==> src/rtl/fspg_pkg.sv <==
// Shared types and constants of the filled shape pixel generator.
// No dependencies.
package fspg_pkg;

    localparam int MAX_RES = 4096;
    localparam int RES_W   = $clog2(MAX_RES) + 1;
    localparam int POS_W   = 12;
    localparam int SIZE_W  = 13;
    localparam int COLOR_W = 24;
    localparam int ADDR_W  = 24;
    localparam int CFG_W   = 13;
    localparam int DIFF_W  = RES_W + 1;
    localparam int SQ_W    = 2 * DIFF_W;
    localparam int PROD_W  = 2 * RES_W;

    typedef enum logic [1:0] {
        OP_RECT = 2'd0,
        OP_CIRC = 2'd1,
        OP_STEP = 2'd2
    } op_t;

    typedef enum logic [1:0] {
        ST_OK   = 2'd0,
        ST_BAD  = 2'd1,
        ST_IDLE = 2'd2
    } status_t;

    typedef enum logic [1:0] {
        MODE_IDLE = 2'd0,
        MODE_RECT = 2'd1,
        MODE_CIRC = 2'd2
    } mode_t;

    typedef enum logic {
        CFG_H_RES = 1'b0,
        CFG_V_RES = 1'b1
    } cfg_idx_t;

    typedef struct packed {
        status_t              status;
        logic                 draw;
        logic                 circ;
        logic                 lst;
        logic [RES_W-1:0]     row;
        logic [RES_W-1:0]     col;
        logic [POS_W-1:0]     centre_col;
        logic [POS_W-1:0]     centre_row;
        logic [ADDR_W-1:0]    radius_sq;
        logic [COLOR_W-1:0]   color;
    } pix_work_t;

endpackage

==> src/rtl/fspg_ctrl.sv <==
// Command decode, bounds check and scan position registers.
// Uses fspg_pkg; feeds one work word per accepted command to fspg_pixel.
module fspg_ctrl (
    input  logic                           clk,
    input  logic                           rst_n,
    input  logic                           in_valid,
    output logic                           in_ready,
    input  logic [1:0]                     opcode,
    input  logic [fspg_pkg::POS_W-1:0]     x_pos,
    input  logic [fspg_pkg::POS_W-1:0]     y_pos,
    input  logic [fspg_pkg::SIZE_W-1:0]    size_a,
    input  logic [fspg_pkg::SIZE_W-1:0]    size_b,
    input  logic [fspg_pkg::COLOR_W-1:0]   fill_color,
    input  logic [fspg_pkg::RES_W-1:0]     hr,
    input  logic [fspg_pkg::RES_W-1:0]     vr,
    output logic                           s1_valid,
    input  logic                           s1_ready,
    output fspg_pkg::pix_work_t            s1_work
);
    import fspg_pkg::*;

    localparam int SUM_W = SIZE_W + 1;
    localparam int ASQ_W = 2 * SIZE_W;

    mode_t              mode_reg, mode_next;
    logic [RES_W-1:0]   row_reg, row_next;
    logic [RES_W-1:0]   col_reg, col_next;
    logic [RES_W-1:0]   left_reg, left_next;
    logic [RES_W-1:0]   right_reg, right_next;
    logic [RES_W-1:0]   bottom_reg, bottom_next;
    logic [POS_W-1:0]   ccol_reg, ccol_next;
    logic [POS_W-1:0]   crow_reg, crow_next;
    logic [ADDR_W-1:0]  rsq_reg, rsq_next;
    logic [COLOR_W-1:0] color_reg, color_next;
    logic               s1_valid_reg;
    pix_work_t          work_reg, work_next;

    logic               accept;
    logic [SUM_W-1:0]   sum_xa, sum_yb, sum_ya;
    logic [ASQ_W-1:0]   a_sq;
    logic               bad, empty, lst;

    assign in_ready = !s1_valid_reg || s1_ready;
    assign accept   = in_valid && in_ready;
    assign s1_valid = s1_valid_reg;
    assign s1_work  = work_reg;

    assign sum_xa = SUM_W'(x_pos) + SUM_W'(size_a);
    assign sum_yb = SUM_W'(y_pos) + SUM_W'(size_b);
    assign sum_ya = SUM_W'(y_pos) + SUM_W'(size_a);
    assign a_sq   = ASQ_W'(size_a) * ASQ_W'(size_a);
    assign lst    = (col_reg == right_reg) && (row_reg == bottom_reg);

    always_comb
    begin
        mode_next   = mode_reg;
        row_next    = row_reg;
        col_next    = col_reg;
        left_next   = left_reg;
        right_next  = right_reg;
        bottom_next = bottom_reg;
        ccol_next   = ccol_reg;
        crow_next   = crow_reg;
        rsq_next    = rsq_reg;
        color_next  = color_reg;
        bad         = 1'b0;
        empty       = 1'b0;

        work_next            = '0;
        work_next.status     = ST_OK;
        work_next.row        = row_reg;
        work_next.col        = col_reg;
        work_next.centre_col = ccol_reg;
        work_next.centre_row = crow_reg;
        work_next.radius_sq  = rsq_reg;
        work_next.color      = color_reg;

        case (op_t'(opcode))
            OP_RECT:
            begin
                mode_next = MODE_IDLE;
                bad   = (sum_xa > SUM_W'(hr)) || (sum_yb > SUM_W'(vr));
                empty = (size_a == '0) || (size_b == '0);
                if (bad)
                begin
                    work_next.status = ST_BAD;
                end
                else if (!empty)
                begin
                    color_next  = fill_color;
                    left_next   = RES_W'(x_pos);
                    col_next    = RES_W'(x_pos);
                    right_next  = RES_W'(sum_xa - SUM_W'(1));
                    row_next    = RES_W'(y_pos);
                    bottom_next = RES_W'(sum_yb - SUM_W'(1));
                    mode_next   = MODE_RECT;
                end
            end
            OP_CIRC:
            begin
                mode_next = MODE_IDLE;
                bad   = (SIZE_W'(x_pos) < size_a) || (sum_xa > SUM_W'(hr)) ||
                        (SIZE_W'(y_pos) < size_a) || (sum_ya > SUM_W'(vr));
                empty = (size_a == '0);
                if (bad)
                begin
                    work_next.status = ST_BAD;
                end
                else if (!empty)
                begin
                    color_next  = fill_color;
                    ccol_next   = x_pos;
                    crow_next   = y_pos;
                    rsq_next    = a_sq[ADDR_W-1:0];
                    left_next   = RES_W'(SUM_W'(x_pos) - SUM_W'(size_a));
                    col_next    = RES_W'(SUM_W'(x_pos) - SUM_W'(size_a));
                    right_next  = RES_W'(sum_xa - SUM_W'(1));
                    row_next    = RES_W'(SUM_W'(y_pos) - SUM_W'(size_a));
                    bottom_next = RES_W'(sum_ya - SUM_W'(1));
                    mode_next   = MODE_CIRC;
                end
            end
            OP_STEP:
            begin
                if (mode_reg == MODE_IDLE)
                begin
                    work_next.status = ST_IDLE;
                end
                else
                begin
                    work_next.draw = 1'b1;
                    work_next.circ = (mode_reg == MODE_CIRC);
                    work_next.lst  = lst;
                    if (lst)
                    begin
                        mode_next = MODE_IDLE;
                    end
                    else if (col_reg == right_reg)
                    begin
                        col_next = left_reg;
                        row_next = row_reg + RES_W'(1);
                    end
                    else
                    begin
                        col_next = col_reg + RES_W'(1);
                    end
                end
            end
            default:
            begin
                work_next.status = ST_BAD;
            end
        endcase
    end

    always_ff @(posedge clk or negedge rst_n)
    begin
        if (!rst_n)
        begin
            mode_reg     <= MODE_IDLE;
            row_reg      <= '0;
            col_reg      <= '0;
            left_reg     <= '0;
            right_reg    <= '0;
            bottom_reg   <= '0;
            ccol_reg     <= '0;
            crow_reg     <= '0;
            rsq_reg      <= '0;
            color_reg    <= '0;
            s1_valid_reg <= 1'b0;
        end
        else
        begin
            if (accept)
            begin
                mode_reg   <= mode_next;
                row_reg    <= row_next;
                col_reg    <= col_next;
                left_reg   <= left_next;
                right_reg  <= right_next;
                bottom_reg <= bottom_next;
                ccol_reg   <= ccol_next;
                crow_reg   <= crow_next;
                rsq_reg    <= rsq_next;
                color_reg  <= color_next;
            end
            if (accept)
            begin
                s1_valid_reg <= 1'b1;
            end
            else if (s1_ready)
            begin
                s1_valid_reg <= 1'b0;
            end
        end
    end

    always_ff @(posedge clk)
    begin
        if (accept)
        begin
            work_reg <= work_next;
        end
    end

endmodule

==> src/rtl/fspg_pixel.sv <==
// Pixel datapath: squares and row product, then inside test and address add.
// Uses fspg_pkg; takes work words from fspg_ctrl and drives the result word.
module fspg_pixel (
    input  logic                           clk,
    input  logic                           rst_n,
    input  logic                           s1_valid,
    output logic                           s1_ready,
    input  fspg_pkg::pix_work_t            s1_work,
    input  logic [fspg_pkg::RES_W-1:0]     hr,
    output logic                           out_valid,
    input  logic                           out_ready,
    output logic [1:0]                     status,
    output logic                           write_valid,
    output logic [fspg_pkg::ADDR_W-1:0]    write_address,
    output logic [7:0]                     red,
    output logic [7:0]                     green,
    output logic [7:0]                     blue,
    output logic                           last
);
    import fspg_pkg::*;

    logic                      s2_valid_reg;
    pix_work_t                 s2_work_reg;
    logic [SQ_W-1:0]           dx_sq_reg, dy_sq_reg;
    logic [PROD_W-1:0]         prod_reg;

    logic                      out_valid_reg;
    status_t                   status_reg;
    logic                      wv_reg;
    logic [ADDR_W-1:0]         addr_reg;
    logic [COLOR_W-1:0]        color_reg;
    logic                      last_reg;

    logic                      en3;
    logic signed [DIFF_W-1:0]  dx, dy;
    logic signed [SQ_W-1:0]    dx_sq, dy_sq;
    logic [PROD_W-1:0]         prod;
    logic [SQ_W:0]             d2;
    logic [PROD_W:0]           addr_sum;
    logic                      wr;

    assign en3      = !out_valid_reg || out_ready;
    assign s1_ready = !s2_valid_reg || en3;

    assign dx    = $signed({1'b0, s1_work.col}) -
                   $signed({{(DIFF_W-POS_W){1'b0}}, s1_work.centre_col});
    assign dy    = $signed({1'b0, s1_work.row}) -
                   $signed({{(DIFF_W-POS_W){1'b0}}, s1_work.centre_row});
    assign dx_sq = dx * dx;
    assign dy_sq = dy * dy;
    assign prod  = PROD_W'(s1_work.row) * PROD_W'(hr);

    assign d2       = (SQ_W+1)'(dx_sq_reg) + (SQ_W+1)'(dy_sq_reg);
    assign addr_sum = (PROD_W+1)'(prod_reg) + (PROD_W+1)'(s2_work_reg.col);
    assign wr       = s2_work_reg.draw &&
                      (!s2_work_reg.circ || (d2 <= (SQ_W+1)'(s2_work_reg.radius_sq)));

    always_ff @(posedge clk or negedge rst_n)
    begin
        if (!rst_n)
        begin
            s2_valid_reg  <= 1'b0;
            out_valid_reg <= 1'b0;
        end
        else
        begin
            if (s1_ready)
            begin
                s2_valid_reg <= s1_valid;
            end
            if (en3)
            begin
                out_valid_reg <= s2_valid_reg;
            end
        end
    end

    always_ff @(posedge clk)
    begin
        if (s1_ready && s1_valid)
        begin
            s2_work_reg <= s1_work;
            dx_sq_reg   <= dx_sq;
            dy_sq_reg   <= dy_sq;
            prod_reg    <= prod;
        end
        if (en3 && s2_valid_reg)
        begin
            status_reg <= s2_work_reg.status;
            wv_reg     <= wr;
            addr_reg   <= wr ? addr_sum[ADDR_W-1:0] : '0;
            color_reg  <= wr ? s2_work_reg.color : '0;
            last_reg   <= s2_work_reg.lst;
        end
    end

    assign out_valid     = out_valid_reg;
    assign status        = status_reg;
    assign write_valid   = wv_reg;
    assign write_address = addr_reg;
    assign red           = color_reg[23:16];
    assign green         = color_reg[15:8];
    assign blue          = color_reg[7:0];
    assign last          = last_reg;

endmodule

==> src/rtl/filled_shape_pixel_generator.sv <==
// Top level of the filled rectangle and circle fill engine.
// Holds the resolution registers; instantiates fspg_ctrl and fspg_pixel.
//
// The engine takes one command word per clock while in_ready is high and
// returns one result word per command, in order. Start commands check the
// shape against h_res and v_res (values above 4096 count as 4096) and arm a
// scan; each step command then visits the next pixel of the bounding box.
// The scan position register updates in the accepting cycle, the two squares
// and the row times stride product sit in the second stage, and the inside
// test and address add fill the result register. Write h_res and v_res only
// while no command is in flight.
module filled_shape_pixel_generator (
    input  logic                           clk,
    input  logic                           rst_n,
    input  logic                           cfg_we,
    input  logic                           cfg_index,
    input  logic [fspg_pkg::CFG_W-1:0]     cfg_data,
    input  logic                           in_valid,
    output logic                           in_ready,
    input  logic [1:0]                     opcode,
    input  logic [fspg_pkg::POS_W-1:0]     x_pos,
    input  logic [fspg_pkg::POS_W-1:0]     y_pos,
    input  logic [fspg_pkg::SIZE_W-1:0]    size_a,
    input  logic [fspg_pkg::SIZE_W-1:0]    size_b,
    input  logic [fspg_pkg::COLOR_W-1:0]   fill_color,
    output logic                           out_valid,
    input  logic                           out_ready,
    output logic [1:0]                     status,
    output logic                           write_valid,
    output logic [fspg_pkg::ADDR_W-1:0]    write_address,
    output logic [7:0]                     red,
    output logic [7:0]                     green,
    output logic [7:0]                     blue,
    output logic                           last
);
    import fspg_pkg::*;

    logic [CFG_W-1:0] h_res_reg, v_res_reg;
    logic [RES_W-1:0] hr, vr;
    logic             s1_valid, s1_ready;
    pix_work_t        s1_work;

    always_ff @(posedge clk or negedge rst_n)
    begin
        if (!rst_n)
        begin
            h_res_reg <= CFG_W'(640);
            v_res_reg <= CFG_W'(480);
        end
        else if (cfg_we)
        begin
            case (cfg_idx_t'(cfg_index))
                CFG_H_RES: h_res_reg <= cfg_data;
                CFG_V_RES: v_res_reg <= cfg_data;
                default:   h_res_reg <= h_res_reg;
            endcase
        end
    end

    // clamp to the largest supported resolution
    assign hr = (h_res_reg > CFG_W'(MAX_RES)) ? RES_W'(MAX_RES) : RES_W'(h_res_reg);
    assign vr = (v_res_reg > CFG_W'(MAX_RES)) ? RES_W'(MAX_RES) : RES_W'(v_res_reg);

    fspg_ctrl u_ctrl (
        .clk        (clk),
        .rst_n      (rst_n),
        .in_valid   (in_valid),
        .in_ready   (in_ready),
        .opcode     (opcode),
        .x_pos      (x_pos),
        .y_pos      (y_pos),
        .size_a     (size_a),
        .size_b     (size_b),
        .fill_color (fill_color),
        .hr         (hr),
        .vr         (vr),
        .s1_valid   (s1_valid),
        .s1_ready   (s1_ready),
        .s1_work    (s1_work)
    );

    fspg_pixel u_pixel (
        .clk           (clk),
        .rst_n         (rst_n),
        .s1_valid      (s1_valid),
        .s1_ready      (s1_ready),
        .s1_work       (s1_work),
        .hr            (hr),
        .out_valid     (out_valid),
        .out_ready     (out_ready),
        .status        (status),
        .write_valid   (write_valid),
        .write_address (write_address),
        .red           (red),
        .green         (green),
        .blue          (blue),
        .last          (last)
    );

endmodule

==> config.mk <==
export PLATFORM = sky130hd
export DESIGN_NAME = filled_shape_pixel_generator
export DESIGN_NICKNAME = d
export VERILOG_FILES = /design/src/rtl/fspg_pkg.sv /design/src/rtl/fspg_ctrl.sv /design/src/rtl/fspg_pixel.sv /design/src/rtl/filled_shape_pixel_generator.sv
export SDC_FILE = /design/constraint.sdc
export NUM_CORES = 2
export LEC_CHECK = 0
export ABC_AREA = 1
export ABC_CLOCK_PERIOD_IN_PS = 8500
export BUFFER_PORTS_ARGS = -buffer_cell sky130_fd_sc_hd__buf_2
export CORE_MARGIN = 2
export CORE_UTILIZATION = 60
export DETAILED_ROUTE_END_ITERATION = 16
export GPL_TIMING_DRIVEN = 0
export HOLD_SLACK_MARGIN = 0.06
export PLACE_DENSITY = 0.8
export SETUP_SLACK_MARGIN = 0.05
export SYNTH_ARGS = -nofsm -noshare
export SYNTH_HDL_FRONTEND = slang
export SYNTH_HIERARCHICAL = 1
export SYNTH_SLANG_ARGS = --single-unit
==> constraint.sdc <==
create_clock -name clk -period 8.5 [get_ports clk]
set_clock_uncertainty 0.1 [all_clocks]
set_input_delay 2.55 -clock clk [delete_from_list [all_inputs] [get_ports clk]]
set_output_delay 2.55 -clock clk [all_outputs]
set_load 0.01 [all_outputs]
Word-level counts from Yosys, hierarchy flattened
Index checks and enable logic that the tools add are counted.
{"block": "word_totals", "ff_bits": 469, "input_bits": 95, "word_cells": 164}
{"block": "op_classes", "addsub": 14, "multipliers": 4, "n_lt_le_gt_ge": 8, "eq_ne": 13, "muxes": 48, "bitwise_logic": 4, "n_reduce_logical": 33}
{"op": "13-bit 2-to-1 mux", "n": 24}
{"op": "24-bit 2-to-1 mux", "n": 4}
{"op": "13-bit one-hot mux with 2 select lines", "n": 3}
{"op": "13-bit one-hot mux with 3 select lines", "n": 2}
{"op": "14-bit by 14-bit multiplier with 28-bit output", "n": 2}
{"op": "13-bit by 13-bit multiplier with 24-bit output", "n": 2}
{"op": "24-bit one-hot mux with 2 select lines", "n": 1}
{"op": "12-bit by 13-bit adder with 14-bit output", "n": 3}
{"op": "14-bit by 13-bit greater-than comparator with 1-bit output", "n": 3}
{"op": "13-bit by 1-bit subtractor with 13-bit output (second input constant)", "n": 3}
{"op": "28-bit by 28-bit adder with 29-bit output", "n": 1}
{"op": "29-bit by 24-bit less-or-equal comparator with 1-bit output", "n": 1}
{"op": "13-bit by 12-bit subtractor with 14-bit output", "n": 2}
{"op": "13-bit by 1-bit adder with 13-bit output (second input constant)", "n": 2}
{"op": "13-bit == test", "n": 2}
{"op": "13-bit greater-than comparator (second input constant)", "n": 2}
{"op": "13-bit zero test", "n": 2}
{"op": "12-bit by 13-bit less-than comparator with 1-bit output", "n": 2}
{"op": "12-bit by 13-bit subtractor with 13-bit output", "n": 2}
{"op": "24-bit by 13-bit adder with 24-bit output", "n": 1}
{"op": "2-bit 2-to-1 mux", "n": 6}
{"op": "2-bit != test (second input constant)", "n": 6}
{"op": "2-bit one-hot mux with 3 select lines", "n": 2}
{"op": "1-bit logical OR", "n": 9}
{"op": "17 further kinds", "n": 37}

Logic depth before layout (Yosys ltp)
{"block": "logic_depth", "depth_word": 8, "ltp_mapped": 38, "ltp_nobuf": 37}

By module
Netlist, hierarchy kept.
{"module": "fspg_pixel", "instances": 1, "cells_per_inst": 3247, "area_each_um2": 29125.4, "seq_area_each_um2": 5935.7}
{"module": "fspg_ctrl", "instances": 1, "cells_per_inst": 2548, "area_each_um2": 19670.1, "seq_area_each_um2": 6541.3}
{"module": "filled_shape_pixel_generator", "instances": 1, "cells_per_inst": 174, "area_each_um2": 1296.2, "seq_area_each_um2": 658.1}

Least setup slack after synthesis
No wires, ideal clock.
{"block": "synth_path", "path_kind": "input to register", "startpoint": "input port size_a[1] (netlist name)", "endpoint": "register u_ctrl.rsq_reg[20]", "setup_ns": 0.065, "arrival_ns": 7.286, "slack_ns": 1.049, "cell_stages": 21, "path_cell_list": "clkbuf_1 > clkbuf_1 > nand2_1 > fa_1 > fa_1 > inv_1 > fa_1 > fa_1 > inv_1 > fa_1 > inv_1 > ha_1 > nand2_1 > nor3_1 > a21oi_1 > o21ai_0 > nand3_1 > o2111ai_1 > xor2_1 > nand2_1 > nand2_1"}
{"block": "synth_between", "elab_chain_len": 7, "word_cells_on_any_way": 14, "classes_between": "2 x add/sub; 1 x mul; 4 x order compare; 2 x bitwise; 5 x reduce/logical"}
{"item": "start: declaration", "line": "filled_shape_pixel_generator.sv:23", "text": "input logic [fspg_pkg::SIZE_W-1:0] size_a,"}
{"item": "12-bit by 13-bit adder with 14-bit output", "line": "fspg_ctrl.sv:48", "text": "assign sum_xa = SUM_W'(x_pos) + SUM_W'(size_a);"}
{"item": "14-bit by 13-bit greater-than comparator with 1-bit output", "line": "fspg_ctrl.sv:102", "text": "bad = (SIZE_W'(x_pos) < size_a) || (sum_xa > SUM_W'(hr)) ||"}
{"item": "1-bit logical OR (2 in series)", "line": "fspg_ctrl.sv:102"}
{"item": "1-bit logical OR", "line": "fspg_ctrl.sv:103", "text": "(SIZE_W'(y_pos) < size_a) || (sum_ya > SUM_W'(vr));"}
{"item": "1-bit NOT (no line)"}
{"item": "4-bit AND reduction (no line)"}
{"item": "end signal: assignment", "line": "fspg_ctrl.sv:184", "text": "rsq_reg <= rsq_next;"}
{"item": "end: declaration", "line": "fspg_ctrl.sv:33", "text": "logic [ADDR_W-1:0] rsq_reg, rsq_next;"}
Several ways; a longest one is shown, not always the timed one.
A chain may end at the register's enable or synchronous reset.

Worst setup path after layout
{"block": "layout_path", "startpoint": "register u_ctrl.work_reg (netlist bit u_ctrl/s1_work[60])", "endpoint": "register u_pixel.dx_sq_reg[21] (data pin)"}
{"block": "layout_between", "elab_chain_len": 2}
{"item": "start: declaration", "line": "fspg_ctrl.sv:36", "text": "pix_work_t work_reg, work_next;"}
{"item": "start signal: assignment", "line": "fspg_ctrl.sv:202", "text": "work_reg <= work_next;"}
{"item": "13-bit by 12-bit subtractor with 14-bit output", "line": "fspg_pixel.sv:45", "text": "assign dx = $signed({1'b0, s1_work.col}) -"}
{"item": "14-bit by 14-bit multiplier with 28-bit output", "line": "fspg_pixel.sv:49", "text": "assign dx_sq = dx * dx;"}
{"item": "via u_pixel.dx_sq[21]", "line": "fspg_pixel.sv:36", "text": "logic signed [SQ_W-1:0] dx_sq, dy_sq;"}
{"item": "end signal: assignment", "line": "fspg_pixel.sv:83", "text": "dx_sq_reg <= dx_sq;"}
{"item": "end: declaration", "line": "fspg_pixel.sv:24", "text": "logic [SQ_W-1:0] dx_sq_reg, dy_sq_reg;"}
The timed path passes the listed nets, and every way through them passes these cells.

==> key figures <==
CTS
  • Clock Tree Buf Depth: 3
  • Clock sink count: 465
  • Worst-Skew Late Latency: 0.64 ns
  • CTS tree: done
  • Hold-fix buffers, CTS: 0
  • Root Buffer: clkbuf_16
  • Clk pin slew, worst setup/hold paths: 0.06 ns
  • # H-tree levels: 2
  • CTS buffer count: 51

Final layout
  • Fillers: 6,655
  • Area of the multi-input gates: 31,400 µm²
  • Final Non-Filler Cells: 7,305
  • FF+latch area: 13,100 µm²
  • Share of layout cells above drive strength 1: 6.31%
  • P&R area growth vs syn: 8.47%
  • Final Util: 66.0%
  • Nets@finish: 7,303
  • Max reg flops: 102

Synthesis
  • Unique masters post-synth: 59
  • Main combinational cell family by area after synthesis: adder cells
  • Post-synthesis average cell area: 8.39 µm²
  • Synth top area share: 22.9%
  • Predominant post-synthesis flop cell: edfxtp_1
  • Post-synthesis xor/xnor area fraction: 4.03%
  • Post-synth ARST share: 35.9%
  • Cell area after synthesis: 50,100 µm²
  • Mux contribution to synthesized area: 0%
  • Post-synthesis adder-cell area fraction: 34.1%
  • Synth Area in Simple Gates: 17.7%
  • Ys Warns: 6
  • Synthesized flop and latch total: 465
  • Sequential fraction of the synthesis area: 26.2%
  • Syn Inst Count: 5,969
  • Complex-gate fraction of the synthesized area: 6.60%
  • Area leader, netlist: fa_1
  • EDFF count, synth: 298
  • Main area contributors after synthesis: fa_1, edfxtp_1, ha_1

Global routing
  • Vias in the first global route: 40.4k
  • Initial antenna violation count: 7
  • Gr ovfl total: 0
  • Global-route wire length before repair: 212,000 µm
  • Met1 usage: 41.9%
  • Gr usage total: 31.7%
  • Largest net degree at the start of global routing: 101
  • Most crowded layer after global routing: met2
  • Met3 usage: 5.13%
  • M2 GR Usage: 51.5%

Route
  • Vias per cell: 5.47
  • Initial DRC count: 3,622
  • Total detailed-routing wirelength: 133,000 µm
  • DRT Pass-1 Iters: 8
  • Post-route antenna net violation count: 0
  • DRC Markers: 0
  • WL/cell: 18.2 µm
  • Via Count: 40.0k

Placed design
  • PortBufs: 147
  • Placed Cells: 7,194
  • DP HPWL: 108,000 µm
  • Final GP Congestion: 0.983

Floorplanning
  • # rows: 105
  • Chip width: 293 µm
  • Die ar.: 85,800 µm²
  • I/O Pins: 149
  • DIE HEIGHT: 293 µm
  • Starting Density: 60.8%
  • Core area: 82,400 µm²

Min path
  • Worst Hold Launch: u_ctrl/s1_work[101]
  • Tightest Hold Check Type: reg -> reg

Critical path
  • Worst setup path start: u_ctrl/s1_work[60]
  • Worst EP required: 8.75 ns
  • WS Path Type: reg -> reg
  • FF-to-FF Start: u_ctrl/s1_work[60]
  • Crit-path max FO: 8
  • Crit path launch type: flip-flop
  • Setup crit end kind: flip-flop
  • Critical path's slowest cell: fa_1
  • Slowest stage delay, CP: 0.56 ns
  • WP data arrival: 8.40 ns

Timing
  • Max-slew headroom: 21.9%
  • Worst slew pin tran: 1.16 ns
  • Slew Viols, Final: 0
  • Unrepaired setup endpoints after global routing: true
  • Fmax: 123 MHz
  • Final Cycle Share: 95.9%
  • Final min period: 8.15 ns
  • Endpoints failing setup: 0
  • Hold Fails Final Rpt: 0

Run
  • Max Cap Viol: 0

Outcome
  • Status: completed
## path summary, 6_finish.rpt
path	endpoint	slack (ns)	depth (start not counted)
worst max register to register	u_pixel/dx_sq_reg[21]	0.35	28
worst min-delay path	u_pixel/s2_work_reg[101]	0.30	0
worst min register to register	u_pixel/s2_work_reg[101]	0.30	0
max in group asynchronous	h_res_reg[9]	5.54	2
min in group asynchronous	u_ctrl/color_reg[16]	1.75	1
worst max-delay path	u_pixel/dx_sq_reg[21]	0.35	28
## critical path: cells and delay by family, from the launching register on
| kind | cells | cell delay [ns] |
|---|---|---|
| fa+ha+maj | 9 | 4.10 |
| simple gates | 8 | 1.18 |
| compound gates | 5 | 1.06 |
| buf+inv | 5 | 0.59 |
| flops | 1 | 0.43 |
| xor+xnor | 1 | 0.40 |
## routing by layer
layer	up-vias	wire, µm	share of wire [%]
met5	-	19	0.014
met4	4	6610	5.0
met3	325	11100	8.4
met2	1775	61800	46
met1	19000	53700	40
li1	18800	-	-
## metrics by stage
step / hold slack, ns / worst slack [ns] / setup TNS (ns) / instance area, µm²
global placement: 0.300 / -0.440 / -1.28 / 52200
detailed placement: 0.305 / -0.566 / -2.03 / 52300
CTS: 0.293 / 0.0727 / 0 / 54200
finish: 0.303 / 0.347 / 0 / 54300
global route: 0.310 / 0.00172 / 0 / 54300
floorplan: 0.300 / 1.05 / 0 / 50100
## cells in the final DEF, fill, tap and decap left out, types with 91 or more instances in the layout
cell / synthesis / layout
nand2_1: 1412 / 1411
inv_1: 1311 / 1309
fa_1: 572 / 569
ha_1: 449 / 449
nor2_1: 421 / 420
edfxtp_1: 298 / 298
a21oi_1: 278 / 277
nand3_1: 200 / 200
o21ai_0: 170 / 170
buf_2: 24 / 169
dfrtp_1: 161 / 161
xor2_1: 134 / 131
clkbuf_1: 89 / 98
xnor2_1: 93 / 91
## synth_stat cells (5+ instances only)
cell type / n
a21boi_0: 6
a21o_1: 26
a21oi_1: 278
a31oi_1: 20
and2_1: 8
buf_2: 24
buf_4: 12
buf_6: 9
clkbuf_1: 89
dfrtp_1: 161
dfstp_2: 6
edfxtp_1: 298
fa_1: 572
ha_1: 449
inv_1: 1311
inv_2: 16
nand2_1: 1412
nand2_2: 6
nand3_1: 200
nand4_1: 54
nor2_1: 421
nor2_2: 7
nor2_4: 10
nor3_1: 31
nor4_1: 12
o21a_1: 5
o21ai_0: 170
o21ai_1: 10
o21bai_1: 38
o22ai_1: 8
o31ai_1: 5
or2_2: 20
xnor2_1: 93
xor2_1: 134
## cell type report
type / instances / area share, %
multi-input cells: 4036 / 57.8
diodes: 5 / 0.0230
flip-flops and latches: 465 / 24.2
clock buffers: 70 / 2.63
clock inverters: 26 / 0.652
repair buffers: 163 / 1.76
plain buffers: 139 / 1.26
well taps: 1070 / 2.46
inverters: 1331 / 9.22
## cell families after synthesis
group / after synthesis
other cells: 2
xor+xnor: 229
compound gates: 593
fa+ha+maj: 1021
flops: 465
buf+inv: 1471
simple gates: 2188
## repair_timing
action,CTS,global route
buffers inserted,1,10
pin swaps,0,2
resized for setup,7,19
setup endpoints to repair,6,16
Power is not shown: default switching activity piles up to over one toggle a cycle in this logic, so the estimate is an artifact.
